--- config.mk ---
export PLATFORM = sky130hd
export DESIGN_NAME = rolling_xor_word_decryptor
export DESIGN_NICKNAME = d
export VERILOG_FILES = /design/src/rxwd_pkg.sv /design/src/rxwd_ram.sv /design/src/rxwd_roll.sv /design/src/rolling_xor_word_decryptor.sv
export SDC_FILE = /design/constraint.sdc
export NUM_CORES = 2
export LEC_CHECK = 0
export ABC_AREA = 1
export ABC_CLOCK_PERIOD_IN_PS = 9600
export BUFFER_PORTS_ARGS = -buffer_cell sky130_fd_sc_hd__buf_2
export CORE_ASPECT_RATIO = 0.8
export CORE_MARGIN = 8
export CORE_UTILIZATION = 56
export CTS_CLUSTER_SIZE = 30
export DETAILED_ROUTE_END_ITERATION = 10
export GPL_TIMING_DRIVEN = 0
export PLACE_DENSITY = 0.81
export SYNTH_ARGS = -nofsm -noshare
export SYNTH_HDL_FRONTEND = slang
export SYNTH_SLANG_ARGS = --single-unit
export TNS_END_PERCENT = 30
--- constraint.sdc ---
create_clock -name clock -period 9.6 [get_ports clock]
set_input_delay 1.92 -clock clock [delete_from_list [all_inputs] [get_ports clock]]
set_output_delay 1.92 -clock clock [all_outputs]
set_load 0.05 [all_outputs]
--- src/rxwd_pkg.sv ---
package rxwd_pkg;

   localparam int KEY_WORDS  = 16;
   localparam int WORD_W     = 32;
   localparam int ADDR_W     = (KEY_WORDS > 1) ? $clog2(KEY_WORDS) : 1;
   // largest key size exponent that still fits the store
   localparam int LG_MAX     = $clog2(KEY_WORDS + 1) - 1;
   // one offset per group of slots that join the key together, plus one never rolled
   localparam int TIER_COUNT = LG_MAX + 2;
   localparam int TIER_W     = $clog2(TIER_COUNT);
   localparam int CSR_IDX_W  = 1;
   localparam int CSR_DATA_W = 3;

   localparam logic                 OP_DATA     = 1'b0;
   localparam logic                 OP_KEY_LOAD = 1'b1;

   localparam logic [CSR_IDX_W-1:0] CSR_KEY_SIZE_LOG2 = 1'd0;
   localparam logic [CSR_IDX_W-1:0] CSR_ROLLING_MODE  = 1'd1;

   localparam logic [2:0] FULL_BYTES = 3'd4;

   typedef struct packed {
      logic        opcode;
      logic [31:0] word_value;
      logic [3:0]  key_slot;
      logic [2:0]  bytes_valid;
      logic        packet_end;
   } req_type;

   typedef struct packed {
      logic [31:0] plain_word;
      logic        last_out;
   } rsp_type;

   typedef struct packed {
      logic              en;
      logic [2:0]        lg;
      logic [WORD_W-1:0] amount;
   } roll_upd_type;

   // offset group of a slot: slot 0, slot 1, slots 2..3, slots 4..7 and so on
   function automatic logic [TIER_W-1:0] slot_tier(input logic [ADDR_W-1:0] slot);
      logic [TIER_W-1:0] t;
      t = '0;
      for (int b = 0; b < ADDR_W; b++) begin
         if (slot[b]) begin
            t = TIER_W'(b + 1);
         end
      end
      if (32'(slot) >= (32'd1 << LG_MAX)) begin
         t = TIER_W'(LG_MAX + 1);
      end
      return t;
   endfunction

endpackage

--- src/rxwd_ram.sv ---
module rxwd_ram #(
   parameter int WIDTH = 32,
   parameter int DEPTH = 16
) (
   input  logic                                         clock,
   input  logic                                         wr_en,
   input  logic [((DEPTH > 1) ? $clog2(DEPTH) : 1)-1:0] wr_addr,
   input  logic [WIDTH-1:0]                             wr_data,
   input  logic                                         rd_en,
   input  logic [((DEPTH > 1) ? $clog2(DEPTH) : 1)-1:0] rd_addr,
   output logic [WIDTH-1:0]                             rd_data
);

   logic [WIDTH-1:0] mem_ff [DEPTH];
   logic [WIDTH-1:0] rd_data_ff;

   always_ff @(posedge clock) begin
      if (wr_en) begin
         mem_ff[wr_addr] <= wr_data;
      end
      if (rd_en) begin
         rd_data_ff <= mem_ff[rd_addr];
      end
   end

   assign rd_data = rd_data_ff;

endmodule

--- src/rxwd_roll.sv ---
module rxwd_roll (
   input  logic                         clock,
   input  logic                         reset,
   input  rxwd_pkg::roll_upd_type       upd,
   input  logic [rxwd_pkg::TIER_W-1:0]  tier,
   output logic [rxwd_pkg::WORD_W-1:0]  offset
);

   logic [rxwd_pkg::WORD_W-1:0] acc_ff [rxwd_pkg::TIER_COUNT];
   logic [rxwd_pkg::WORD_W-1:0] acc_in [rxwd_pkg::TIER_COUNT];

   // a group joins the roll when the key in use covers it
   always_comb begin
      for (int t = 0; t < rxwd_pkg::TIER_COUNT; t++) begin
         acc_in[t] = acc_ff[t];
         if (upd.en && (t <= 32'(upd.lg)) && (t <= rxwd_pkg::LG_MAX)) begin
            acc_in[t] = acc_ff[t] + upd.amount;
         end
      end
   end

   always_ff @(posedge clock) begin
      for (int t = 0; t < rxwd_pkg::TIER_COUNT; t++) begin
         if (reset) begin
            acc_ff[t] <= '0;
         end else begin
            acc_ff[t] <= acc_in[t];
         end
      end
   end

   assign offset = acc_ff[tier];

endmodule

--- src/rolling_xor_word_decryptor.sv ---
// Decrypts a stream of 32-bit words one transaction per clock while req_stall is
// low: each data word gives one result, key loads give none. The key words
// live in a 16-entry RAM whose registered read feeds the XOR stage; the rolling
// update is held as a running offset per group of key slots and added on read,
// so a packet end does not stall the stream. The user must make writes to the
// registers only while no transaction is in flight; the block does not enforce it.
module rolling_xor_word_decryptor (
   input  logic                                 clock,
   input  logic                                 reset,
   input  logic                                 req_valid,
   output logic                                 req_stall,
   input  rxwd_pkg::req_type                    req_data,
   output logic                                 rsp_valid,
   input  logic                                 rsp_stall,
   output rxwd_pkg::rsp_type                    rsp_data,
   input  logic                                 csr_we,
   input  logic [rxwd_pkg::CSR_IDX_W-1:0]       csr_index,
   input  logic [rxwd_pkg::CSR_DATA_W-1:0]      csr_wdata
);

   logic [2:0]                    key_size_log2_ff;
   logic                          rolling_mode_ff;
   logic [rxwd_pkg::ADDR_W-1:0]   word_pos_ff, word_pos_in;
   logic [31:0]                   byte_total_ff, byte_total_in;
   logic [rxwd_pkg::KEY_WORDS-1:0] key_valid_ff, key_valid_in;

   logic                          s1_valid_ff, s1_valid_in;
   logic [31:0]                   s1_word_ff;
   logic                          s1_full_ff;
   logic                          s1_last_ff;
   logic [31:0]                   s1_offset_ff;
   logic                          s1_kvalid_ff;

   logic                          rsp_valid_ff, rsp_valid_in;
   rxwd_pkg::rsp_type             rsp_data_ff;

   logic                          accept, data_accept, key_accept, s1_advance;
   logic [2:0]                    lg_eff, nbytes;
   logic [rxwd_pkg::ADDR_W-1:0]   mask, rd_idx, wr_slot;
   logic [rxwd_pkg::TIER_W-1:0]   tier;
   logic [31:0]                   offset, total_next, key_raw, key_eff;
   rxwd_pkg::roll_upd_type        upd;

   assign s1_advance  = s1_valid_ff && (!rsp_valid_ff || !rsp_stall);
   assign req_stall   = s1_valid_ff && !s1_advance;
   assign accept      = req_valid && !req_stall;
   assign data_accept = accept && (req_data.opcode == rxwd_pkg::OP_DATA);
   assign key_accept  = accept && (req_data.opcode == rxwd_pkg::OP_KEY_LOAD)
                        && (32'(req_data.key_slot) < rxwd_pkg::KEY_WORDS);

   assign lg_eff  = (32'(key_size_log2_ff) > rxwd_pkg::LG_MAX) ?
                    3'(rxwd_pkg::LG_MAX) : key_size_log2_ff;
   assign mask    = ~({rxwd_pkg::ADDR_W{1'b1}} << lg_eff);
   assign rd_idx  = word_pos_ff & mask;
   assign wr_slot = rxwd_pkg::ADDR_W'(req_data.key_slot);

   assign tier = (req_data.opcode == rxwd_pkg::OP_KEY_LOAD) ?
                 rxwd_pkg::slot_tier(wr_slot) : rxwd_pkg::slot_tier(rd_idx);

   assign nbytes     = (req_data.bytes_valid > rxwd_pkg::FULL_BYTES) ?
                       rxwd_pkg::FULL_BYTES : req_data.bytes_valid;
   assign total_next = byte_total_ff + 32'(nbytes);

   always_comb begin
      upd.en     = data_accept && req_data.packet_end && rolling_mode_ff;
      upd.lg     = lg_eff;
      upd.amount = total_next;
   end

   rxwd_roll u_roll (
      .clock  (clock),
      .reset  (reset),
      .upd    (upd),
      .tier   (tier),
      .offset (offset)
   );

   // keys are stored less the group offset at load time
   rxwd_ram #(
      .WIDTH (32),
      .DEPTH (rxwd_pkg::KEY_WORDS)
   ) u_key_ram (
      .clock   (clock),
      .wr_en   (key_accept),
      .wr_addr (wr_slot),
      .wr_data (req_data.word_value - offset),
      .rd_en   (data_accept),
      .rd_addr (rd_idx),
      .rd_data (key_raw)
   );

   always_comb begin
      word_pos_in   = word_pos_ff;
      byte_total_in = byte_total_ff;
      key_valid_in  = key_valid_ff;
      if (data_accept) begin
         if (req_data.packet_end) begin
            word_pos_in   = '0;
            byte_total_in = '0;
         end else begin
            word_pos_in   = word_pos_ff + 1'b1;
            byte_total_in = total_next;
         end
      end
      if (key_accept) begin
         key_valid_in[wr_slot] = 1'b1;
      end
      s1_valid_in  = data_accept || (s1_valid_ff && !s1_advance);
      rsp_valid_in = s1_advance || (rsp_valid_ff && rsp_stall);
   end

   always_ff @(posedge clock) begin
      if (reset) begin
         key_size_log2_ff <= '0;
         rolling_mode_ff  <= 1'b1;
      end else if (csr_we) begin
         case (csr_index)
            rxwd_pkg::CSR_KEY_SIZE_LOG2: key_size_log2_ff <= csr_wdata;
            rxwd_pkg::CSR_ROLLING_MODE:  rolling_mode_ff  <= csr_wdata[0];
            default: ;
         endcase
      end
   end

   always_ff @(posedge clock) begin
      if (reset) begin
         word_pos_ff   <= '0;
         byte_total_ff <= '0;
         key_valid_ff  <= '0;
         s1_valid_ff   <= 1'b0;
         rsp_valid_ff  <= 1'b0;
      end else begin
         word_pos_ff   <= word_pos_in;
         byte_total_ff <= byte_total_in;
         key_valid_ff  <= key_valid_in;
         s1_valid_ff   <= s1_valid_in;
         rsp_valid_ff  <= rsp_valid_in;
      end
   end

   // offset is sampled before this transaction's own packet-end roll lands
   always_ff @(posedge clock) begin
      if (data_accept) begin
         s1_word_ff   <= req_data.word_value;
         s1_full_ff   <= (nbytes == rxwd_pkg::FULL_BYTES);
         s1_last_ff   <= req_data.packet_end;
         s1_offset_ff <= offset;
         s1_kvalid_ff <= key_valid_ff[rd_idx];
      end
   end

   assign key_eff = (s1_kvalid_ff ? key_raw : 32'd0) + s1_offset_ff;

   always_ff @(posedge clock) begin
      if (s1_advance) begin
         rsp_data_ff.plain_word <= s1_full_ff ? (s1_word_ff ^ key_eff) : 32'd0;
         rsp_data_ff.last_out   <= s1_last_ff;
      end
   end

   assign rsp_valid = rsp_valid_ff;
   assign rsp_data  = rsp_data_ff;

endmodule
==> results.txt <==
crit path time final: 7.46 ns
Tightest Pin Transition: 1.44 ns
syn avg cell area: 8.83 µm²
Vias: 41985
Detailed Route WL: 168000 µm
Synth area leaders: edfxtp_1 (41%), dfxtp_1 (9.4%), nand2_1 (7.6%), ha_1 (5.6%), nor2_1 (4.7%)
post-synthesis async set-or-reset flop share: 0%
R2R setup slack: 3.22 ns
post-synth top area share: 41.5%
vias in the first global route: 37900
DP Worst Slack: 1.79 ns
GRT Total Usage: 34.9%
DR pass1 iterations: 9
setup TNS: 0 ns
hold path cells: 0
post-CTS sizing: 0
Crit. End Element: register
syn nets: 5550
Die Wd: 339 µm
vias per cell: 6.31
FF-to-FF path depth: 14
Overflow after GRT: 0
MaxCap Viol Count: 0
Yosys reg bits: 862
worst reg2reg startpoint: key_size_log2_ff[2]$_SDFFE_PP0P_
maximum vdd drop: 0.153 mV
share of cells above drive strength 1: 6.65%
Placed Cells incl. Taps: 6495
Post-Syn Area: 46600 µm²
Worst EP arrival: 8.05 ns
first-pass GRT wire length: 244000 µm
worst r2r dst: u_key_ram.mem_ff[2][12]$_DFFE_PP_
die height: 274 µm
Leak Pwr: 21.6 nW
CP peak stage delay: 0.92 ns
row count: 94
Initial Util: 56.6%
dominant synthesized flop cell: edfxtp_1
Final Core Density: 63.1%
RSZ-0062 raised after global routing: false
adder-cell share of the synthesized area: 5.98%
Post-Route Skew: 0.0278 ns
largest family of logic cells by synthesized area: simple AND/OR/NAND/NOR gates
Min-Delay Endpoint: rsp_data[0]$_DFFE_PP_
EDFF count, synth: 644
mux share of post-synthesis cell area: 0%
Port Buffer Count: 83
Post-layout nets: 5747
# setup viols final: 0
Clock Latency Late Sink: 0.67 ns
HPWL after DPL: 126000 µm
initial antenna violation count: 9
final worst setup slack: 2.14 ns
maximum root-to-sink buffer count: 3
Yosys top cell by area: edfxtp_1
final instance area: 51900 µm²
Setup crit start kind: input port
drt wl/cell: 25.3 µm
Highest Clock Rate: 134 MHz
Area Overhead vs Synth: 11.4%
CTS tree: done
Fin. Hold Viols: 0
final max-slew violation count: 0
WP buf/inv: 4
# IOs: 85
clock-pin transition on the worst setup and hold timing paths: 0.06 ns
# Post-CTS Setup Buffers: 0
Post-DRT Antenna Nets: 0
WHS: 0.422 ns
count of cell types in the netlist: 60
fin crit share: 77.7%
Critical Path RT: 10.20 ns
TritonCTS Buffers: 86
Post-Synth Simple-Gate Area: 17.7%
DR iter-0 viols: 6845
CP top delay family: simple AND/OR/NAND/NOR gates
Hold Buf Count CTS: 0
Worst path depth: 26
Syn Inst Count: 5282
Hold Startpoint: s1_last_ff$_DFFE_PP_
largest net degree at the start of global routing: 29
drt drc: 0
filler instances: 6734
post-synthesis compound-gate area fraction: 16.1%
pwr/cell area: 166 nW/µm²
relative slew slack: 3.34%
worst-path fanout max: 6
Setup Crit Path Kind: input port to register
synth warn: 0
Worst path slowest cell: nor2_1
placed cell areas: 49100 µm²
Core Footprint: 82300 µm²
H-tree levels: 3
clock root cell: clkbuf_16
die footprint: 92800 µm²
sequential area share after synthesis: 50.8%
total power: 8.61 mW
# clock sinks: 862
Placer Congestion: 1.03
fin cells: 6658
status: completed
Synth Area in XOR/XNOR: 2.80%
HP Class: register to register
## cell usage in the layout, fill, tap and decap left out, drive strengths merged, types with 15 or more instances in the layout
master   count
o221ai      76
clkbuf     286
a2111oi     33
o31ai       36
a21oi      432
o21ai      464
inv        593
buf        142
ha         210
o21a        31
xnor2       56
o211ai      38
or2         27
edfxtp     644
a311oi      32
nand2      958
nand4       34
nand3      279
xor2        93
nor3        66
dfxtp      218
a221oi      15
a21o        18
clkinv      34
nor2       601
a31oi       32
a21boi      34
## worst reg2reg max path: stages, from the launching register on
cell and delay, ns:
dfxtp_1 0.43, nand2_2 0.28, nand2_1 0.22, nand2_1 0.35
inv_1 0.17, clkbuf_1 0.43, clkbuf_1 0.62, clkbuf_1 0.72
o21ai_0 0.40, ha_1 0.33, fa_1 0.42, o21ai_2 0.26
nand2_1 0.09, nand3_1 0.30, xor2_1 1.00
## flip-flops by register name, indices dropped and copies added, names as in the netlist
register / flops
u_key_ram.rd_data: 32
key_size_log2_ff: 3
s1_word_ff: 32
rsp_data: 33
key_valid_ff: 16
byte_total_ff: 32
s1_kvalid_ff: 1
s1_offset_ff: 32
rsp_valid: 1
u_key_ram.mem_ff: 512
s1_valid_ff: 1
s1_last_ff: 1
rolling_mode_ff: 1
u_roll.acc_ff: 160
s1_full_ff: 1
word_pos_ff: 4
## synth_stat cells, drive strengths merged, types with 34 or more instances
cell type and n:
a21oi 432, nor2 601, nand4 34, xnor2 56, clkbuf 171, ha 210, o31ai 36, nand2 958
dfxtp 218, nand3 279, nor3 66, o211ai 38, o21ai 464, edfxtp 644, inv 590, xor2 93
o221ai 76, a21boi 34
## layout make-up
type                       instances  area (µm²)  share of cell area [%]
antenna                            6        15.0                  0.0289
buffer                           204         831                    1.60
clock buffer                     115        2400                    4.62
clock inverter                    42         372                   0.715
inverter                         592        2220                    4.28
multi-input combinational       3624       20100                    38.7
sequential                       862       23700                    45.6
tap                             1104        1380                    2.66
timing repair buffer             109         925                    1.78
## kinds of logic (layout without fill, tap and decap cells)
| group | count (synthesis) | after routing |
|---|---|---|
| compound gates | 1273 | 1273 |
| flops | 862 | 862 |
| buf+inv | 796 | 1062 |
| other cells | 0 | 6 |
| fa+ha+maj | 218 | 218 |
| simple gates | 1984 | 1984 |
| xor+xnor | 149 | 149 |
## worst max path at each step
| stage | startpoint | endpoint | slack (ns) |
|---|---|---|---|
| final | req_data[3] | u_roll.acc_ff[2][31]$_SDFFE_PP0P_ | 2.14 |
| after global routing | req_data[3] | u_roll.acc_ff[2][31]$_SDFFE_PP0P_ | 1.75 |
| after CTS | req_data[3] | u_roll.acc_ff[2][31]$_SDFFE_PP0P_ | 2.36 |
| after detailed placement | req_data[3] | u_roll.acc_ff[2][31]$_SDFFE_PP0P_ | 1.79 |
| after global placement | rsp_stall | u_roll.acc_ff[3][28]$_SDFFE_PP0P_ | -3.70 |
| after floorplan | rsp_stall | u_roll.acc_ff[2][10]$_SDFFE_PP0P_ | 1.31 |
## per-layer routing
metal	global-route usage (%)	routed length, µm	part of all wire (%)	up-vias
met5	0	13	0.0077	-
met1	53.5	72600	43	19773
li1	-	-	-	18716
met3	13.7	28800	17	310
met4	9.09	4400	2.6	2
met2	44.9	62400	37	3184
## where the power goes
part	total, mW	internal, mW	switching (mW)
logic	0.941	0.215	0.726
registers	4.26	4.22	0.0404
clock network	3.41	1.88	1.54
total	8.61	6.31	2.30
Note: power is estimated with default switching activity, not from simulation.
